### config.mk
export PLATFORM = sky130hd
export DESIGN_NAME = vt100_escape_sequence_parser
export DESIGN_NICKNAME = d
export VERILOG_FILES = /design/src/hdl/vtp_pkg.sv /design/src/hdl/vtp_ram.sv /design/src/hdl/vtp_decode.sv /design/src/hdl/vt100_escape_sequence_parser.sv
export SDC_FILE = /design/constraint.sdc
export NUM_CORES = 1
export LEC_CHECK = 0
export ABC_AREA = 1
export BUFFER_PORTS_ARGS = -buffer_cell sky130_fd_sc_hd__buf_2
export CORE_MARGIN = 2
export CORE_UTILIZATION = 45
export DETAILED_ROUTE_END_ITERATION = 10
export MAX_ROUTING_LAYER = met4
export PLACE_DENSITY = 0.63
export RECOVER_POWER = 100
export SYNTH_ARGS = -nofsm -noshare
export SYNTH_HDL_FRONTEND = slang
export SYNTH_SLANG_ARGS = --single-unit
### constraint.sdc
create_clock -name aclk -period 4.9 [get_ports aclk]
set_clock_uncertainty 0.15 [all_clocks]
set_input_delay 1.47 -clock aclk [delete_from_list [all_inputs] [get_ports aclk]]
set_output_delay 1.47 -clock aclk [all_outputs]
set_load 0.01 [all_outputs]
### src/hdl/vtp_pkg.sv
// Shared types, action codes and byte constants for the VT100 escape sequence parser.
// Used by vtp_decode and vt100_escape_sequence_parser; depends on nothing.
package vtp_pkg;

    localparam int ACT_W  = 5;
    localparam int BYTE_W = 8;
    localparam int VAL_W  = 16;

    localparam logic [ACT_W-1:0] ACT_NONE   = 5'd0;
    localparam logic [ACT_W-1:0] ACT_PRINT  = 5'd0;
    localparam logic [ACT_W-1:0] ACT_BEL    = 5'd1;
    localparam logic [ACT_W-1:0] ACT_BS     = 5'd2;
    localparam logic [ACT_W-1:0] ACT_HT     = 5'd3;
    localparam logic [ACT_W-1:0] ACT_LF     = 5'd4;
    localparam logic [ACT_W-1:0] ACT_CR     = 5'd5;
    localparam logic [ACT_W-1:0] ACT_SO     = 5'd6;
    localparam logic [ACT_W-1:0] ACT_SI     = 5'd7;
    localparam logic [ACT_W-1:0] ACT_SUB    = 5'd8;
    localparam logic [ACT_W-1:0] ACT_ESC_SC = 5'd9;
    localparam logic [ACT_W-1:0] ACT_ESC_RC = 5'd10;
    localparam logic [ACT_W-1:0] ACT_ESC_IND = 5'd11;
    localparam logic [ACT_W-1:0] ACT_ESC_NEL = 5'd12;
    localparam logic [ACT_W-1:0] ACT_ESC_RI = 5'd13;
    localparam logic [ACT_W-1:0] ACT_ESC_RIS = 5'd14;
    localparam logic [ACT_W-1:0] ACT_CUU    = 5'd15;
    localparam logic [ACT_W-1:0] ACT_CUD    = 5'd16;
    localparam logic [ACT_W-1:0] ACT_CUF    = 5'd17;
    localparam logic [ACT_W-1:0] ACT_CUB    = 5'd18;
    localparam logic [ACT_W-1:0] ACT_CUP    = 5'd19;
    localparam logic [ACT_W-1:0] ACT_ED     = 5'd20;
    localparam logic [ACT_W-1:0] ACT_EL     = 5'd21;
    localparam logic [ACT_W-1:0] ACT_DA     = 5'd22;
    localparam logic [ACT_W-1:0] ACT_SM     = 5'd23;
    localparam logic [ACT_W-1:0] ACT_RM     = 5'd24;
    localparam logic [ACT_W-1:0] ACT_SGR    = 5'd25;
    localparam logic [ACT_W-1:0] ACT_DSR    = 5'd26;
    localparam logic [ACT_W-1:0] ACT_STBM   = 5'd27;

    localparam logic [BYTE_W-1:0] CH_BEL   = 8'h07;
    localparam logic [BYTE_W-1:0] CH_BS    = 8'h08;
    localparam logic [BYTE_W-1:0] CH_HT    = 8'h09;
    localparam logic [BYTE_W-1:0] CH_LF    = 8'h0A;
    localparam logic [BYTE_W-1:0] CH_VT    = 8'h0B;
    localparam logic [BYTE_W-1:0] CH_FF    = 8'h0C;
    localparam logic [BYTE_W-1:0] CH_CR    = 8'h0D;
    localparam logic [BYTE_W-1:0] CH_SO    = 8'h0E;
    localparam logic [BYTE_W-1:0] CH_SI    = 8'h0F;
    localparam logic [BYTE_W-1:0] CH_CAN   = 8'h18;
    localparam logic [BYTE_W-1:0] CH_SUB   = 8'h1A;
    localparam logic [BYTE_W-1:0] CH_ESC   = 8'h1B;
    localparam logic [BYTE_W-1:0] CH_C0_MAX = 8'h1F;
    localparam logic [BYTE_W-1:0] CH_SPACE = 8'h20;
    localparam logic [BYTE_W-1:0] CH_INT_MAX = 8'h2F;
    localparam logic [BYTE_W-1:0] CH_ZERO  = 8'h30;
    localparam logic [BYTE_W-1:0] CH_NINE  = 8'h39;
    localparam logic [BYTE_W-1:0] CH_SEMI  = 8'h3B;
    localparam logic [BYTE_W-1:0] CH_QUEST = 8'h3F;
    localparam logic [BYTE_W-1:0] CH_FINAL_MIN = 8'h40;
    localparam logic [BYTE_W-1:0] CH_LBRACKET = 8'h5B;
    localparam logic [BYTE_W-1:0] CH_DEL   = 8'h7F;

    typedef struct packed {
        logic              emit;
        logic [ACT_W-1:0]  act;
        logic              clear_seq;
        logic              start_esc;
        logic              set_inter;
        logic              open_csi;
        logic              clear_fresh;
        logic              set_private;
        logic              digit;
        logic              semi;
        logic              csi_final;
    } dec_t;

    function automatic logic [ACT_W-1:0] csi_code(input logic [BYTE_W-1:0] c);
        logic [ACT_W-1:0] a;
        a = ACT_NONE;
        case (c)
            8'h41: a = ACT_CUU;
            8'h42: a = ACT_CUD;
            8'h43: a = ACT_CUF;
            8'h44: a = ACT_CUB;
            8'h48, 8'h66: a = ACT_CUP;
            8'h4A: a = ACT_ED;
            8'h4B: a = ACT_EL;
            8'h63: a = ACT_DA;
            8'h68: a = ACT_SM;
            8'h6C: a = ACT_RM;
            8'h6D: a = ACT_SGR;
            8'h6E: a = ACT_DSR;
            8'h72: a = ACT_STBM;
            default: a = ACT_NONE;
        endcase
        return a;
    endfunction

    function automatic logic [ACT_W-1:0] esc_code(input logic [BYTE_W-1:0] c);
        logic [ACT_W-1:0] a;
        a = ACT_NONE;
        case (c)
            8'h37: a = ACT_ESC_SC;
            8'h38: a = ACT_ESC_RC;
            8'h44: a = ACT_ESC_IND;
            8'h45: a = ACT_ESC_NEL;
            8'h4D: a = ACT_ESC_RI;
            8'h63: a = ACT_ESC_RIS;
            default: a = ACT_NONE;
        endcase
        return a;
    endfunction

endpackage

### src/hdl/vtp_ram.sv
// Generic single-clock RAM with one write port and one registered read port.
// No dependencies; contents are undefined until written.
module vtp_ram #(
    parameter int WIDTH = 16,
    parameter int DEPTH = 16
) (
    input  logic                     aclk,
    input  logic                     wr_en,
    input  logic [$clog2(DEPTH)-1:0] wr_addr,
    input  logic [WIDTH-1:0]         wr_data,
    input  logic                     rd_en,
    input  logic [$clog2(DEPTH)-1:0] rd_addr,
    output logic [WIDTH-1:0]         rd_data
);

    logic [WIDTH-1:0] mem [DEPTH];
    logic [WIDTH-1:0] rd_data_reg;

    always_ff @(posedge aclk) begin
        if (wr_en) begin
            mem[wr_addr] <= wr_data;
        end
        if (rd_en) begin
            rd_data_reg <= mem[rd_addr];
        end
    end

    assign rd_data = rd_data_reg;

endmodule

### src/hdl/vtp_decode.sv
// Byte classifier of the escape sequence parser: turns one byte and the sequence flags
// into a set of state updates and an optional result. Depends on vtp_pkg.
module vtp_decode (
    input  logic                        enable,
    input  logic [vtp_pkg::BYTE_W-1:0]  rx_byte,
    input  logic                        in_escape,
    input  logic                        in_csi,
    input  logic                        csi_fresh,
    input  logic                        inter_seen,
    output vtp_pkg::dec_t               dec
);
    import vtp_pkg::*;

    logic is_ctrl;

    assign is_ctrl = (rx_byte <= CH_C0_MAX) || (rx_byte == CH_DEL);

    always_comb begin
        dec = '0;
        if (!enable) begin
            dec.emit = 1'b1;
            dec.act  = ACT_PRINT;
        end else if (is_ctrl) begin
            unique case (rx_byte) inside
                CH_BEL: begin
                    dec.emit = 1'b1;
                    dec.act  = ACT_BEL;
                end
                CH_BS: begin
                    dec.emit = 1'b1;
                    dec.act  = ACT_BS;
                end
                CH_HT: begin
                    dec.emit = 1'b1;
                    dec.act  = ACT_HT;
                end
                CH_LF, CH_VT, CH_FF: begin
                    dec.emit = 1'b1;
                    dec.act  = ACT_LF;
                end
                CH_CR: begin
                    dec.emit = 1'b1;
                    dec.act  = ACT_CR;
                end
                CH_SO: begin
                    dec.emit = 1'b1;
                    dec.act  = ACT_SO;
                end
                CH_SI: begin
                    dec.emit = 1'b1;
                    dec.act  = ACT_SI;
                end
                CH_SUB: begin
                    dec.emit      = 1'b1;
                    dec.act       = ACT_SUB;
                    dec.clear_seq = 1'b1;
                end
                CH_CAN: begin
                    dec.clear_seq = 1'b1;
                end
                CH_ESC: begin
                    dec.clear_seq = 1'b1;
                    dec.start_esc = 1'b1;
                end
                default: begin
                end
            endcase
        end else if (rx_byte[BYTE_W-1]) begin
            dec = '0;
        end else if (!in_escape) begin
            dec.emit = 1'b1;
            dec.act  = ACT_PRINT;
        end else if (in_csi) begin
            dec.clear_fresh = 1'b1;
            if (rx_byte == CH_QUEST && csi_fresh) begin
                dec.set_private = 1'b1;
            end else if (rx_byte >= CH_ZERO && rx_byte <= CH_NINE) begin
                dec.digit = 1'b1;
            end else if (rx_byte == CH_SEMI) begin
                dec.semi = 1'b1;
            end else if (rx_byte < CH_FINAL_MIN) begin
                dec.clear_seq = 1'b1;
            end else begin
                dec.csi_final = (csi_code(rx_byte) != ACT_NONE);
                dec.act       = csi_code(rx_byte);
                dec.clear_seq = 1'b1;
            end
        end else if (rx_byte >= CH_SPACE && rx_byte <= CH_INT_MAX) begin
            dec.set_inter = 1'b1;
        end else if (!inter_seen && rx_byte == CH_LBRACKET) begin
            dec.open_csi = 1'b1;
        end else begin
            dec.clear_seq = 1'b1;
            dec.act       = inter_seen ? ACT_NONE : esc_code(rx_byte);
            dec.emit      = !inter_seen && (esc_code(rx_byte) != ACT_NONE);
        end
    end

endmodule

### src/hdl/vt100_escape_sequence_parser.sv
// A byte is taken in state ST_IDLE and decoded in ST_EXEC; the next byte is not taken until it is decoded.
// For a CSI command with parameters, each parameter then passes through ST_EMIT_RD, the RAM
// read of the parameter, and ST_EMIT_OUT, which loads it into the output register; output
// stalls hold ST_EXEC and ST_EMIT_OUT. A CSI command with parameters holds off the input
// until its last beat is loaded into the output register.
// Reset is synchronous and active low; it clears all sequence state and sets decoding on.
// The parameter RAM is not cleared: every entry is written before its value is used.
module vt100_escape_sequence_parser #(
    parameter int MAX_PARAMS = 16
) (
    input  logic        aclk,
    input  logic        aresetn,
    input  logic        cfg_wr_en,
    input  logic        cfg_wr_data,            // ansi_enable
    input  logic        s_tvalid,
    output logic        s_tready,
    input  logic [7:0]  s_tdata,                // rx_byte
    output logic        m_tvalid,
    input  logic        m_tready,
    // action, char_code, private_mode, param_count, param_index, param_value, zero fill
    output logic [((vtp_pkg::ACT_W + vtp_pkg::BYTE_W + 1 + $clog2(MAX_PARAMS + 1)
                   + $clog2(MAX_PARAMS) + vtp_pkg::VAL_W + 7) / 8) * 8 - 1:0] m_tdata,
    output logic        m_tlast                 // last
);
    import vtp_pkg::*;

    localparam int AW   = $clog2(MAX_PARAMS);
    localparam int CW   = $clog2(MAX_PARAMS + 1);
    localparam int PW   = ACT_W + BYTE_W + 1 + CW + AW + VAL_W;
    localparam int DW   = ((PW + 7) / 8) * 8;
    localparam int PROD_W = VAL_W + 4;

    localparam logic [1:0] ST_IDLE    = 2'd0;
    localparam logic [1:0] ST_EXEC    = 2'd1;
    localparam logic [1:0] ST_EMIT_RD = 2'd2;
    localparam logic [1:0] ST_EMIT_OUT = 2'd3;

    logic [1:0]        state_reg, state_next;
    logic              enable_reg;
    logic [7:0]        byte_reg;
    logic              in_escape_reg, in_escape_next;
    logic              in_csi_reg, in_csi_next;
    logic              csi_fresh_reg, csi_fresh_next;
    logic              private_reg, private_next;
    logic              inter_reg, inter_next;
    logic [AW-1:0]     total_reg, total_next;
    logic              started_reg, started_next;
    logic              tail_reg, tail_next;

    logic [ACT_W-1:0]  emit_act_reg, emit_act_next;
    logic [7:0]        emit_char_reg, emit_char_next;
    logic              emit_pm_reg, emit_pm_next;
    logic [CW-1:0]     emit_cnt_reg, emit_cnt_next;
    logic [AW-1:0]     emit_idx_reg, emit_idx_next;

    logic              out_valid_reg, out_valid_next;
    logic [PW-1:0]     out_data_reg, out_data_next;
    logic              out_last_reg, out_last_next;

    logic              ram_wr_en, ram_rd_en;
    logic [AW-1:0]     ram_wr_addr, ram_rd_addr;
    logic [VAL_W-1:0]  ram_wr_data, ram_rd_data;

    dec_t              dec;
    logic              out_free, in_accept, needs_out, go;
    logic [CW-1:0]     cnt;
    logic [PROD_W-1:0] prod;
    logic              emit_last;

    vtp_decode u_decode (
        .enable     (enable_reg),
        .rx_byte    (byte_reg),
        .in_escape  (in_escape_reg),
        .in_csi     (in_csi_reg),
        .csi_fresh  (csi_fresh_reg),
        .inter_seen (inter_reg),
        .dec        (dec)
    );

    vtp_ram #(
        .WIDTH (VAL_W),
        .DEPTH (MAX_PARAMS)
    ) u_param_ram (
        .aclk    (aclk),
        .wr_en   (ram_wr_en),
        .wr_addr (ram_wr_addr),
        .wr_data (ram_wr_data),
        .rd_en   (ram_rd_en),
        .rd_addr (ram_rd_addr),
        .rd_data (ram_rd_data)
    );

    assign s_tready  = (state_reg == ST_IDLE);
    assign in_accept = s_tvalid && s_tready;
    assign out_free  = !out_valid_reg || m_tready;
    assign cnt       = CW'(total_reg) + CW'(started_reg);
    assign needs_out = dec.emit || (dec.csi_final && cnt == '0);
    assign go        = out_free || !needs_out;
    assign prod      = {ram_rd_data, 3'b000} + {2'b00, ram_rd_data, 1'b0}
                       + PROD_W'(byte_reg[3:0]);
    assign emit_last = (CW'(emit_idx_reg) + CW'(1)) == emit_cnt_reg;

    assign ram_rd_en   = in_accept || (state_reg == ST_EMIT_RD);
    assign ram_rd_addr = (state_reg == ST_EMIT_RD) ? emit_idx_reg : total_reg;

    always_comb begin
        state_next     = state_reg;
        in_escape_next = in_escape_reg;
        in_csi_next    = in_csi_reg;
        csi_fresh_next = csi_fresh_reg;
        private_next   = private_reg;
        inter_next     = inter_reg;
        total_next     = total_reg;
        started_next   = started_reg;
        tail_next      = tail_reg;
        emit_act_next  = emit_act_reg;
        emit_char_next = emit_char_reg;
        emit_pm_next   = emit_pm_reg;
        emit_cnt_next  = emit_cnt_reg;
        emit_idx_next  = emit_idx_reg;
        out_valid_next = out_valid_reg && !m_tready;
        out_data_next  = out_data_reg;
        out_last_next  = out_last_reg;
        ram_wr_en      = 1'b0;
        ram_wr_addr    = total_reg;
        ram_wr_data    = '0;

        unique case (state_reg)
            ST_IDLE: begin
                if (in_accept) begin
                    state_next = ST_EXEC;
                end
            end
            ST_EXEC: begin
                if (go) begin
                    state_next = ST_IDLE;
                    if (dec.emit) begin
                        out_valid_next = 1'b1;
                        out_data_next  = {VAL_W'(0), AW'(0), CW'(0), 1'b0, byte_reg, dec.act};
                        out_last_next  = 1'b1;
                    end
                    if (dec.clear_fresh) begin
                        csi_fresh_next = 1'b0;
                    end
                    if (dec.set_private) begin
                        private_next = 1'b1;
                    end
                    if (dec.set_inter) begin
                        inter_next = 1'b1;
                    end
                    if (dec.digit) begin
                        started_next = 1'b1;
                        if (!tail_reg) begin
                            ram_wr_en   = 1'b1;
                            ram_wr_addr = total_reg;
                            ram_wr_data = (prod > PROD_W'(16'hFFFF)) ? 16'hFFFF
                                                                     : prod[VAL_W-1:0];
                        end
                    end
                    if (dec.semi) begin
                        if (total_reg < AW'(MAX_PARAMS - 1)) begin
                            total_next   = total_reg + AW'(1);
                            started_next = 1'b0;
                            ram_wr_en    = 1'b1;
                            ram_wr_addr  = total_reg + AW'(1);
                            ram_wr_data  = '0;
                        end else begin
                            started_next = 1'b1;
                            tail_next    = 1'b1;
                        end
                    end
                    if (dec.open_csi) begin
                        in_csi_next    = 1'b1;
                        csi_fresh_next = 1'b1;
                        total_next     = '0;
                        started_next   = 1'b0;
                        tail_next      = 1'b0;
                        ram_wr_en      = 1'b1;
                        ram_wr_addr    = '0;
                        ram_wr_data    = '0;
                    end
                    if (dec.csi_final) begin
                        if (cnt == '0) begin
                            out_valid_next = 1'b1;
                            out_data_next  = {VAL_W'(0), AW'(0), CW'(0), private_reg,
                                              byte_reg, dec.act};
                            out_last_next  = 1'b1;
                        end else begin
                            state_next     = ST_EMIT_RD;
                            emit_act_next  = dec.act;
                            emit_char_next = byte_reg;
                            emit_pm_next   = private_reg;
                            emit_cnt_next  = cnt;
                            emit_idx_next  = '0;
                        end
                    end
                    if (dec.clear_seq) begin
                        in_escape_next = 1'b0;
                        in_csi_next    = 1'b0;
                        csi_fresh_next = 1'b0;
                        private_next   = 1'b0;
                        inter_next     = 1'b0;
                        total_next     = '0;
                        started_next   = 1'b0;
                        tail_next      = 1'b0;
                    end
                    if (dec.start_esc) begin
                        in_escape_next = 1'b1;
                    end
                end
            end
            ST_EMIT_RD: begin
                state_next = ST_EMIT_OUT;
            end
            ST_EMIT_OUT: begin
                if (out_free) begin
                    out_valid_next = 1'b1;
                    out_data_next  = {ram_rd_data, emit_idx_reg, emit_cnt_reg, emit_pm_reg,
                                      emit_char_reg, emit_act_reg};
                    out_last_next  = emit_last;
                    if (emit_last) begin
                        state_next = ST_IDLE;
                    end else begin
                        emit_idx_next = emit_idx_reg + AW'(1);
                        state_next    = ST_EMIT_RD;
                    end
                end
            end
            default: begin
                state_next = ST_IDLE;
            end
        endcase
    end

    always_ff @(posedge aclk) begin
        if (!aresetn) begin
            state_reg     <= ST_IDLE;
            enable_reg    <= 1'b1;
            in_escape_reg <= 1'b0;
            in_csi_reg    <= 1'b0;
            csi_fresh_reg <= 1'b0;
            private_reg   <= 1'b0;
            inter_reg     <= 1'b0;
            total_reg     <= '0;
            started_reg   <= 1'b0;
            tail_reg      <= 1'b0;
            out_valid_reg <= 1'b0;
        end else begin
            state_reg     <= state_next;
            if (cfg_wr_en) begin
                enable_reg <= cfg_wr_data;
            end
            in_escape_reg <= in_escape_next;
            in_csi_reg    <= in_csi_next;
            csi_fresh_reg <= csi_fresh_next;
            private_reg   <= private_next;
            inter_reg     <= inter_next;
            total_reg     <= total_next;
            started_reg   <= started_next;
            tail_reg      <= tail_next;
            out_valid_reg <= out_valid_next;
        end
    end

    always_ff @(posedge aclk) begin
        if (in_accept) begin
            byte_reg <= s_tdata;
        end
        emit_act_reg  <= emit_act_next;
        emit_char_reg <= emit_char_next;
        emit_pm_reg   <= emit_pm_next;
        emit_cnt_reg  <= emit_cnt_next;
        emit_idx_reg  <= emit_idx_next;
        out_data_reg  <= out_data_next;
        out_last_reg  <= out_last_next;
    end

    assign m_tvalid = out_valid_reg;
    assign m_tdata  = DW'(out_data_reg);
    assign m_tlast  = out_last_reg;

endmodule
==> impl_metrics.csv, run 1 <==
group,metric,value,unit
outcome,status,"complete, but fails checks",
outcome,failed_checks,"DRC, capacitance limit, slew limit",
global_route,overflow,0,
critical_path,path_cells,"clkbuf_1, inv_1, nand2_1, nor2_1, nand2_1, nand3_1, nor2_1, nand2_1, nand3_1, nand3_4, nand2_1, nand3_4, nand2_1, nand3_1, nor2_1, clkbuf_1",
power,power.density,378,nW/um2
die,io_pins,57,
synthesis,yosysWarnings,0,
critical_path,crit_type,"register to register",
sta,grt_setup_unrepaired,"no",
synthesis,synthDominantCellAreaShare,63.2,%
clocking,cts_sinks,358,
critical_path,endpoint_kind,"register",
routing,routedWlPerCell,20.6,um
routing,ant_nets,0,
clocking,post_cts_buffers,0,
finish,final_util,51.3,%
critical_path,path_max_fanout,17,
routing,routed_wirelength,41700,um
routing,routed_via_density,5.68,
sta,max-slew-margin-rel,-20.3,%
finish,drive_gt1_share,9.48,%
clocking,tritoncts,"built",
critical_path,cpPeakStageDelay,0.72,ns
global_route,grt_pass1_wl,64700,um
synthesis,seq_area_frac_synth,65.0,%
routing,dr_total_vias,11493,
sta,finalHoldViolCount,0,
place,io_buffers,55,
global_route,grt_pass1_vias,11178,
synthesis,ys_types,46,
sta,fmax,227,MHz
clocking,post_cts_resize_count,0,
die,initial_utilization,45.7,%
flow_run,drv_cap,2,
power,ir_worst_vdd,0.263,mV
sta,final-max-slew-violation-count,60,
sta,tightestPinTransition,1.81,ns
synthesis,async_flop_share,0,%
clocking,clkTransAtPathRegs,0.06,ns
die,fp.dieArea,37800,um2
worst_hold_path,hold_path.class,"register to register",
sta,fin_tns_setup,0,ns
power,power,6910,uW
die,dieHeight,194,um
clocking,clockBufferDepth,3,
finish,stdcell_area,18300,um2
place,gp_congestion,0.922,
sta,worst_hold_slack,0.281,ns
synthesis,synth_top_area_cell,"edfxtp_1",
synthesis,synth_nets,1515,
place,dp_hpwl,25300,um
die,die_width,194,um
critical_path,crit_top_cell,"nand2_1",
finish,n_antenna_cell,0,
global_route,grt_max_degree,101,
critical_path,cp.arrival,4.42,ns
routing,first_pass_iters,9,
synthesis,postSynthCellCount,1464,
finish,fin_nets,1584,
synthesis,postSynthAreaPerCell,11.1,um2
synthesis,netlist_top_cells_area,"edfxtp_1 63%, o21ai_0 6.0%, nor2_1 5.4%",
finish,largest_reg_flops,256,
clocking,cts_made_buffers,39,
sta,min_period_over_period,90.0,%
die,core_area,35700,um2
synthesis,synth-edff-count,343,
synthesis,ys_ff_latch,358,
clocking,clkLatencyLatePin,0.55,ns
synthesis,netlist_area,16300,um2
place,placed_area,17300,um2
global_route,track_usage,23.0,%
critical_path,crit_required,4.90,ns
critical_path,start_kind,"register",
routing,drt_iter0_markers,1148,
routing,drc,10,
clocking,cts_root_buffer,"clkbuf_16",
finish,area_growth,12.2,%
die,row_count,69,
synthesis,synth_flop_cell,"edfxtp_1",
clocking,cts_hold_buf,0,
critical_path,slowest_stage,"clkbuf_1",
clocking,htreeDepth,2,
sta,finalSetupViolCount,0,
power,cellLeakagePower,0.00591,uW
sta,layout_min_cycle_time,4.41,ns
global_route,grt_antenna_before_repair,0,
[stage by stage]
step	setup slack, ns	instances
after floorplan	0.811	1464
after global placement	0.858	1953
after detailed placement	0.707	1953
after CTS	0.679	2023
after global routing	0.266	2023
final	0.488	2023
[kinds of logic (layout without fill, tap and decap cells)]
logic type / after synthesis / in the layout / share of synthesized area, %
AO/OA/AOI/OAI: 343 / 343 / 12.3
AND/OR/NAND/NOR: 554 / 554 / 14.8
buffers and inverters: 149 / 247 / 3.66
other: 1 / 1 / 0.0230
flip-flops: 358 / 358 / 65.0
adder cells (fa/ha/maj): 37 / 37 / 2.93
XOR/XNOR: 22 / 22 / 1.18
[metal layers]
metal	track usage, %	vias to the layer above	routed length (um)
met5	-	-	0
met4	6.70	0	1020
met3	4.63	86	3500
met2	35.8	509	19000
met1	30.7	5483	18200
li1	-	5415	-
[cells in the final DEF (no fill, tap or decap), drive strengths merged, types with 2 or more instances in the layout]
master / instances
o211ai: 19
buf: 23
o41ai: 2
or2: 5
a21oi: 39
a31oi: 4
o221ai: 48
clkinv: 16
nand2: 206
ha: 35
nor3: 8
inv: 79
nand3: 77
clkinvlp: 2
dfxtp: 15
clkbuf: 122
a21o: 2
fa: 2
bufinv: 5
o22ai: 17
nor2: 247
edfxtp: 343
xor2: 14
xnor2: 8
nand4: 8
o21ai: 209
[synthesized netlist by cell type (4+ instances only)]
library cell	number
edfxtp_1	343
nor2_1	233
o21ai_0	195
nand2_1	190
nand3_1	69
inv_1	62
clkbuf_1	52
o221ai_1	48
a21oi_1	38
ha_1	35
o211ai_1	19
o22ai_1	17
inv_2	16
buf_2	15
dfxtp_1	15
xor2_1	14
nand2_2	13
o21ai_1	12
nor2_2	10
nand4_1	8
xnor2_1	8
nor3_1	7
nand3_2	6
a31oi_1	4
[worst paths after layout]
kind                                               start                               end  slack [ns]  depth (start not counted)
worst max register to register     byte_reg[1]$_DFFE_PP_  u_param_ram.mem[12][3]$_DFFE_PP_        0.49                         16
worst min register to register  private_reg$_SDFFE_PN0P_             emit_pm_reg$_DFFE_PP_        0.28                          0
worst max-delay path               byte_reg[1]$_DFFE_PP_  u_param_ram.mem[12][3]$_DFFE_PP_        0.49                         16
worst min-delay path            private_reg$_SDFFE_PN0P_             emit_pm_reg$_DFFE_PP_        0.28                          0
[cell type report]
class | instances | area [um2]
Clock buffer | 47 | 1010
Clock inverter | 23 | 251
Fill cell | 3154 | 17400
Inverter | 79 | 298
Multi-Input combinational cell | 957 | 5100
Sequential cell | 358 | 10600
Tap cell | 461 | 577
Timing Repair Buffer | 98 | 458
[report_power, final]
part	switching, uW	leakage, uW	internal, uW
clock	1170	0.000607	1730
combinational	434	0.00258	178
sequential	36.6	0.00272	3360
[worst max-delay path, delay by kind of cell, from the launching register on]
| family | cells | cell delay, ns |
|---|---|---|
| simple gates | 13 | 2.16 |
| buf+inv | 3 | 1.39 |
| flops | 1 | 0.32 |
Power figures use the tool's default switching activity.
==> run 2, diff against run 1 <==
--- a/config.mk
+++ b/config.mk
@@ -5,13 +5,12 @@
 export SDC_FILE = /design/constraint.sdc
 export NUM_CORES = 1
 export LEC_CHECK = 0
-export ABC_AREA = 1
 export BUFFER_PORTS_ARGS = -buffer_cell sky130_fd_sc_hd__buf_2
 export CORE_MARGIN = 2
-export CORE_UTILIZATION = 45
+export CORE_UTILIZATION = 62
 export DETAILED_ROUTE_END_ITERATION = 10
 export MAX_ROUTING_LAYER = met4
-export PLACE_DENSITY = 0.63
+export PLACE_DENSITY = 0.82
 export RECOVER_POWER = 100
 export SYNTH_ARGS = -nofsm -noshare
 export SYNTH_HDL_FRONTEND = slang
==> run 2 against run 1 <==
  * The flow finishes with violations (capacitance limit, slew limit)
  * Final cell count fell by 25%
  * Synthesized cell count fell by 25%
  * Critical path depth fell by 8
  * Sequential power barely moved
  * Combinational power fell by 59%
  * Register-to-register slack got worse by 0.04 ns
  * Largest cell class unchanged
==> impl_metrics.csv, run 2 <==
group,metric,value,unit
finish,drive_gt1_share,15.5,%
sta,grt_setup_unrepaired,"no",
power,switching_power,1350,uW
sta,layout_min_cycle_time,4.45,ns
synthesis,ys_types,83,
sta,worst_hold_slack,0.324,ns
clocking,tritoncts,"built",
routing,routed_via_density,6.67,
die,core_area,25900,um2
finish,layout_common_cells,"343 x edfxtp_1, 124 x nand2_1, 64 x mux4_2",
global_route,grt_antenna_before_repair,0,
synthesis,netlist_area,16200,um2
die,die_width,166,um
power,cellLeakagePower,0.00674,uW
clocking,post_cts_buffers,0,
power,p_int,4820,uW
clocking,clockBufferDepth,3,
critical_path,path_buf_inv,2,
clocking,cts_sinks,358,
routing,ant_nets,0,
sta,finalHoldViolCount,0,
clocking,clkTransAtPathRegs,0.06,ns
synthesis,netlist_top_cells_area,"edfxtp_1 63%, mux4_2 8.9%, nand2_1 2.9%",
critical_path,path_max_fanout,22,
finish,final_common_cell,"edfxtp_1",
die,initial_utilization,62.7,%
global_route,track_usage,28.7,%
critical_path,reg2reg_setup_slack,0.45,ns
synthesis,async_flop_share,0,%
critical_path,reg2reg_depth,8,
global_route,grt_max_degree,52,
sta,fin_tns_setup,0,ns
global_route,grt_pass1_vias,9885,
routing,routedWlPerCell,25.1,um
flow_run,drv_cap,1,
synthesis,postSynthAreaPerCell,14.9,um2
outcome,failed_checks,"capacitance limit, slew limit",
power,swShare,21.8,%
critical_path,endpoint,"u_param_ram.rd_data[8]$_DFFE_PP_",
sta,max-slew-margin-rel,-20.6,%
place,dp_hpwl,22800,um
synthesis,ys_ff_latch,358,
power,power.density,345,nW/um2
routing,drc,0,
synthesis,synth-edff-count,343,
synthesis,postSynthCellCount,1092,
critical_path,crit_required,4.95,ns
critical_path,crit_type,"register to register",
synthesis,synth_flop_cell,"edfxtp_1",
synthesis,synth_top_area_cell,"edfxtp_1",
synthesis,seq_area_frac_synth,65.3,%
routing,routed_wirelength,38100,um
routing,dr_total_vias,10135,
finish,fin_nets,1208,
global_route,grt_pass1_wl,58200,um
critical_path,cp-startpoint,"state_reg[1]$_SDFFE_PN0P_",
synthesis,synth_nets,1143,
sta,final-max-slew-violation-count,22,
outcome,status,"complete, but fails checks",
die,row_count,59,
power,p_seq_share,55.0,%
critical_path,cp.arrival,4.50,ns
critical_path,critical_path_depth,8,
sta,tightestPinTransition,1.77,ns
power,ir_worst_vdd,0.358,mV
worst_hold_path,hold_path.class,"register to register",
die,fp.dieArea,27500,um2
die,io_pins,57,
synthesis,yosysMostFrequentCell,"edfxtp_1",
clocking,clkLatencyLatePin,0.52,ns
synthesis,yosysWarnings,0,
critical_path,start_kind,"register",
clocking,cts_hold_buf,0,
sta,fmax,224,MHz
critical_path,slowest_stage,"mux2i_2",
global_route,overflow,0,
critical_path,r2r_end,"u_param_ram.rd_data[8]$_DFFE_PP_",
critical_path,cpPeakStageDelay,1.40,ns
routing,first_pass_iters,5,
place,gp_congestion,0.904,
place,io_buffers,55,
sta,finalSetupViolCount,0,
critical_path,timing.rr.start,"state_reg[1]$_SDFFE_PN0P_",
routing,drt_iter0_markers,1320,
critical_path,path_cells,"nor2b_1, buf_4, mux2i_2, clkbuf_1, mux4_2, and2_1, a211oi_1, a31oi_1",
die,dieHeight,166,um
synthesis,synthTopCellsByCount,"343 x edfxtp_1, 124 x nand2_1, 64 x mux4_2",
clocking,cts_made_buffers,36,
finish,area_growth,10.2,%
critical_path,endpoint_kind,"register",
critical_path,timing.critical_path.max_delay_family,"multiplexers",
sta,min_period_over_period,90.9,%
clocking,post_cts_resize_count,0,
clocking,cts_root_buffer,"clkbuf_16",
power,clockPowerShare,41.0,%
clocking,htreeDepth,2,
power,combPwrFrac,4.0,%
worst_hold_path,holdCritStartpoint,"started_reg$_SDFFE_PN0P_",
finish,largest_reg_flops,256,
synthesis,synthDominantCellAreaShare,63.4,%
[run 2: power groups by stage]
stage / Sequential [uW] / Clock [uW] / Combinational [uW]
after floorplan: 3450 / 0 / 172
after global placement: 3450 / 0 / 248
after detailed placement: 3460 / 0 / 254
after CTS: 3390 / 2550 / 256
after global routing: 3400 / 2660 / 273
final: 3390 / 2530 / 249
[run 2: worst register-to-register path, delay by kind of cell, from the launching register on]
kind | cells | cell delay [ns]
compound gates | 2 | 0.52
buf+inv | 2 | 0.75
flops | 1 | 0.55
mux | 2 | 1.81
simple gates | 2 | 0.38
[run 2: per-layer routing]
metal	up-vias	track usage (%)	part of all wire [%]	wire length, um
li1	4412	-	-	-
met1	4999	37.6	38	14600
met2	618	45.7	49	18700
met3	106	5.29	9.4	3570
met4	0	10.2	3.2	1220
met5	-	-	0	0
[run 2: how the worst min path moves through the flow]
| stage | end | slack (ns) | cells after the start |
|---|---|---|---|
| floorplan | emit_pm_reg$_DFFE_PP_ | 0.28 | 0 |
| global placement | started_reg$_SDFFE_PN0P_ | 0.31 | 2 |
| detailed placement | started_reg$_SDFFE_PN0P_ | 0.32 | 2 |
| CTS | started_reg$_SDFFE_PN0P_ | 0.33 | 2 |
| global route | started_reg$_SDFFE_PN0P_ | 0.34 | 2 |
| finish | started_reg$_SDFFE_PN0P_ | 0.32 | 2 |
[run 2: logic make-up after synthesis]
kind of cell	Yosys count	share of synthesized area [%]
simple gates	325	10.4
flops	358	65.3
mux	83	10.1
xor+xnor	16	0.863
fa+ha+maj	37	2.94
other cells	1	0.0231
compound gates	195	7.99
buf+inv	77	2.39
[run 2: area by class of cell]
cell class | count | area [um2]
antenna | 1 | 2.50
tap | 335 | 419
inverter | 8 | 30.0
clock buffer | 38 | 930
multi-input combinational | 657 | 5280
fill | 1646 | 8020
sequential | 358 | 10600
timing repair buffer | 96 | 488
clock inverter | 26 | 141
[run 2: stage by stage]
step | std cells | util [%] | cell area [um2] | power (uW) | worst slack, ns
finish | 1519 | 69.0 | 17900 | 6170 | 0.445
global route | 1518 | 69.0 | 17900 | 6330 | 0.239
CTS | 1518 | 69.6 | 18000 | 6190 | 0.743
detailed placement | 1454 | 65.4 | 17000 | 3710 | 0.799
global placement | 1454 | 65.4 | 17000 | 3700 | 0.874
floorplan | 1092 | - | 16200 | 3620 | 1.22
==> run 3, diff against run 2 <==
--- a/config.mk
+++ b/config.mk
@@ -7,10 +7,10 @@
 export LEC_CHECK = 0
 export BUFFER_PORTS_ARGS = -buffer_cell sky130_fd_sc_hd__buf_2
 export CORE_MARGIN = 2
-export CORE_UTILIZATION = 62
+export CORE_UTILIZATION = 56
 export DETAILED_ROUTE_END_ITERATION = 10
 export MAX_ROUTING_LAYER = met4
-export PLACE_DENSITY = 0.82
+export PLACE_DENSITY = 0.78
 export RECOVER_POWER = 100
 export SYNTH_ARGS = -nofsm -noshare
 export SYNTH_HDL_FRONTEND = slang
==> constraint.sdc (replaced) <==
create_clock -name aclk -period 3.9 [get_ports aclk]
set_clock_uncertainty 0.15 [all_clocks]
set_input_delay 1.17 -clock aclk [delete_from_list [all_inputs] [get_ports aclk]]
set_output_delay 1.17 -clock aclk [all_outputs]
set_load 0.01 [all_outputs]
==> run 3 against run 2 <==
  * The flow now finishes without violations
  * Combinational power up 35%
  * Utilization fell by 5.7 points
  * Clock power grew 24%
  * Critical path depth increased by 3
  * Setup slack worse by 0.26 ns
  * Register-to-register slack got worse by 0.26 ns
  * Cell area is 1.4% higher
  * Clock-buffer cell count increased by 8
  * Total power up 25%
==> impl_metrics.csv, run 3 (synthesis gave the netlist of run 2 again) <==
group,metric,value,unit
finish,final_util,63.4,%
routing,dr_total_vias,10031,
finish,multi_input_area,5290,um2
finish,fin_nets,1229,
place,gp_congestion,0.962,
sta,fmax,269,MHz
finish,largest_reg_flops,256,
sta,setup_slack,0.187,ns
global_route,grt_pass1_wl,55800,um
routing,routed_wirelength,36600,um
die,fp.dieArea,30400,um2
die,io_pins,57,
critical_path,start_kind,"register",
critical_path,endpoint_kind,"register",
clocking,cts_hold_buf,0,
routing,first_pass_iters,6,
routing,routed_via_density,6.34,
critical_path,slowest_stage,"fa_1",
clocking,tritoncts,"built",
die,initial_utilization,56.7,%
power,ir_worst_vdd,0.306,mV
power,clockPowerShare,40.6,%
clocking,cts_sinks,358,
place,pre_cts_ws,-0.0673,ns
sta,layout_min_cycle_time,3.71,ns
power,power,7730,uW
power,power.density,426,nW/um2
global_route,grt_max_degree,65,
routing,drc,0,
clocking,cts_made_buffers,37,
sta,finalHoldViolCount,0,
global_route,grt_pass1_vias,9749,
critical_path,cpPeakStageDelay,0.53,ns
critical_path,path_buf_inv,1,
die,dieHeight,174,um
finish,final_common_cell,"edfxtp_1",
flow_run,drv_cap,0,
routing,routedWlPerCell,23.1,um
sta,final-max-slew-violation-count,0,
finish,n_antenna_cell,0,
power,combPwrFrac,4.3,%
routing,ant_nets,0,
global_route,grt_antenna_before_repair,0,
power,swShare,21.2,%
sta,grt_setup_unrepaired,"no",
place,dp.cells,1520,
die,row_count,62,
critical_path,cp.arrival,3.80,ns
sta,finalSetupViolCount,0,
power,cellLeakagePower,0.00686,uW
global_route,track_usage,25.1,%
place,io_buffers,55,
sta,worst_hold_slack,0.349,ns
clocking,htreeDepth,2,
critical_path,crit_type,"register to register",
finish,area_growth,11.8,%
clocking,clockBufferDepth,3,
finish,fillers,2022,
routing,drt_iter0_markers,1302,
sta,max-slew-margin-rel,25.6,%
global_route,overflow,0,
worst_hold_path,hold_path.class,"register to register",
clocking,clkTransAtPathRegs,0.07,ns
clocking,cts_root_buffer,"clkbuf_16",
critical_path,path_max_fanout,16,
critical_path,path_cells,"fa_1, fa_2, a21oi_2, o211ai_1, a31oi_1, o21ai_1, a211oi_1, o21ai_0, o21bai_1, buf_12, o21a_2",
place,dp_hpwl,22900,um
critical_path,timing.critical_path.max_delay_family,"compound AO/OA/AOI/OAI gates",
finish,layout.cells.non_filler,1583,
sta,min_period_over_period,95.2,%
finish,layout_common_cells,"343 x edfxtp_1, 124 x nand2_1, 64 x mux4_2",
critical_path,crit_required,3.99,ns
power,p_seq_share,55.1,%
finish,drive_gt1_share,17.7,%
outcome,status,"completed",
power,p_int,6090,uW
die,die_width,174,um
sta,tightestPinTransition,1.12,ns
power,switching_power,1630,uW
clocking,clkLatencyLatePin,0.55,ns
die,core_area,28600,um2
finish,regArea,10600,um2
==> run 3: cell types whose count changed in the layout (fill, tap and decap cells not counted), sizes merged <==
cell,previous run,this run
clkinvlp,3,0
buf,28,43
diode,1,0
clkbuf,106,119
clkinv,20,13
inv,11,9
==> run 3: what timing repair did <==
| item | 4_1_cts | 5_1_grt |
|---|---|---|
| buffers inserted | 0 | 3 |
| pin swaps | 0 | 2 |
| setup endpoints to repair | 256 | 256 |
| resized for setup | 12 | 8 |
==> run 3: worst paths after layout <==
check / cells past startpoint / startpoint / slack (ns) / endpoint
max: 11 / u_param_ram.rd_data[0]$_DFFE_PP_ / 0.19 / u_param_ram.mem[7][5]$_DFFE_PP_
min: 0 / private_reg$_SDFFE_PN0P_ / 0.35 / emit_pm_reg$_DFFE_PP_
max reg2reg: 11 / u_param_ram.rd_data[0]$_DFFE_PP_ / 0.19 / u_param_ram.mem[7][5]$_DFFE_PP_
min reg2reg: 0 / private_reg$_SDFFE_PN0P_ / 0.35 / emit_pm_reg$_DFFE_PP_
==> run 3: cell type report <==
cell class / instances / share of cell area [%]
flip-flops and latches: 358 / 58.4
repair buffers: 116 / 3.70
well taps: 384 / 2.65
clock buffers: 46 / 5.29
inverters: 8 / 0.166
multi-input cells: 657 / 29.1
clock inverters: 14 / 0.621
==> run 3: power groups by stage <==
stage	Clock (uW)	Sequential, uW	Combinational [uW]
detailed placement	0	4340	338
floorplan	0	4340	216
global placement	0	4340	334
global route	3350	4260	364
CTS	3180	4260	341
finish	3130	4260	335
==> run 3: routing by layer <==
metal	global-route usage (%)	wire, um	vias to the layer above
met3	4.16	3210	89
li1	-	-	4447
met4	7.98	1040	0
met2	38.8	17400	537
met1	34.5	14900	4958
met5	-	0	-
==> run 3: through the flow <==
step                instance area [um2]  setup TNS (ns)
floorplan                         16200               0
global placement                  17200               0
detailed placement                17200          -11.92
CTS                               18300               0
global route                      18100               0
finish                            18100               0
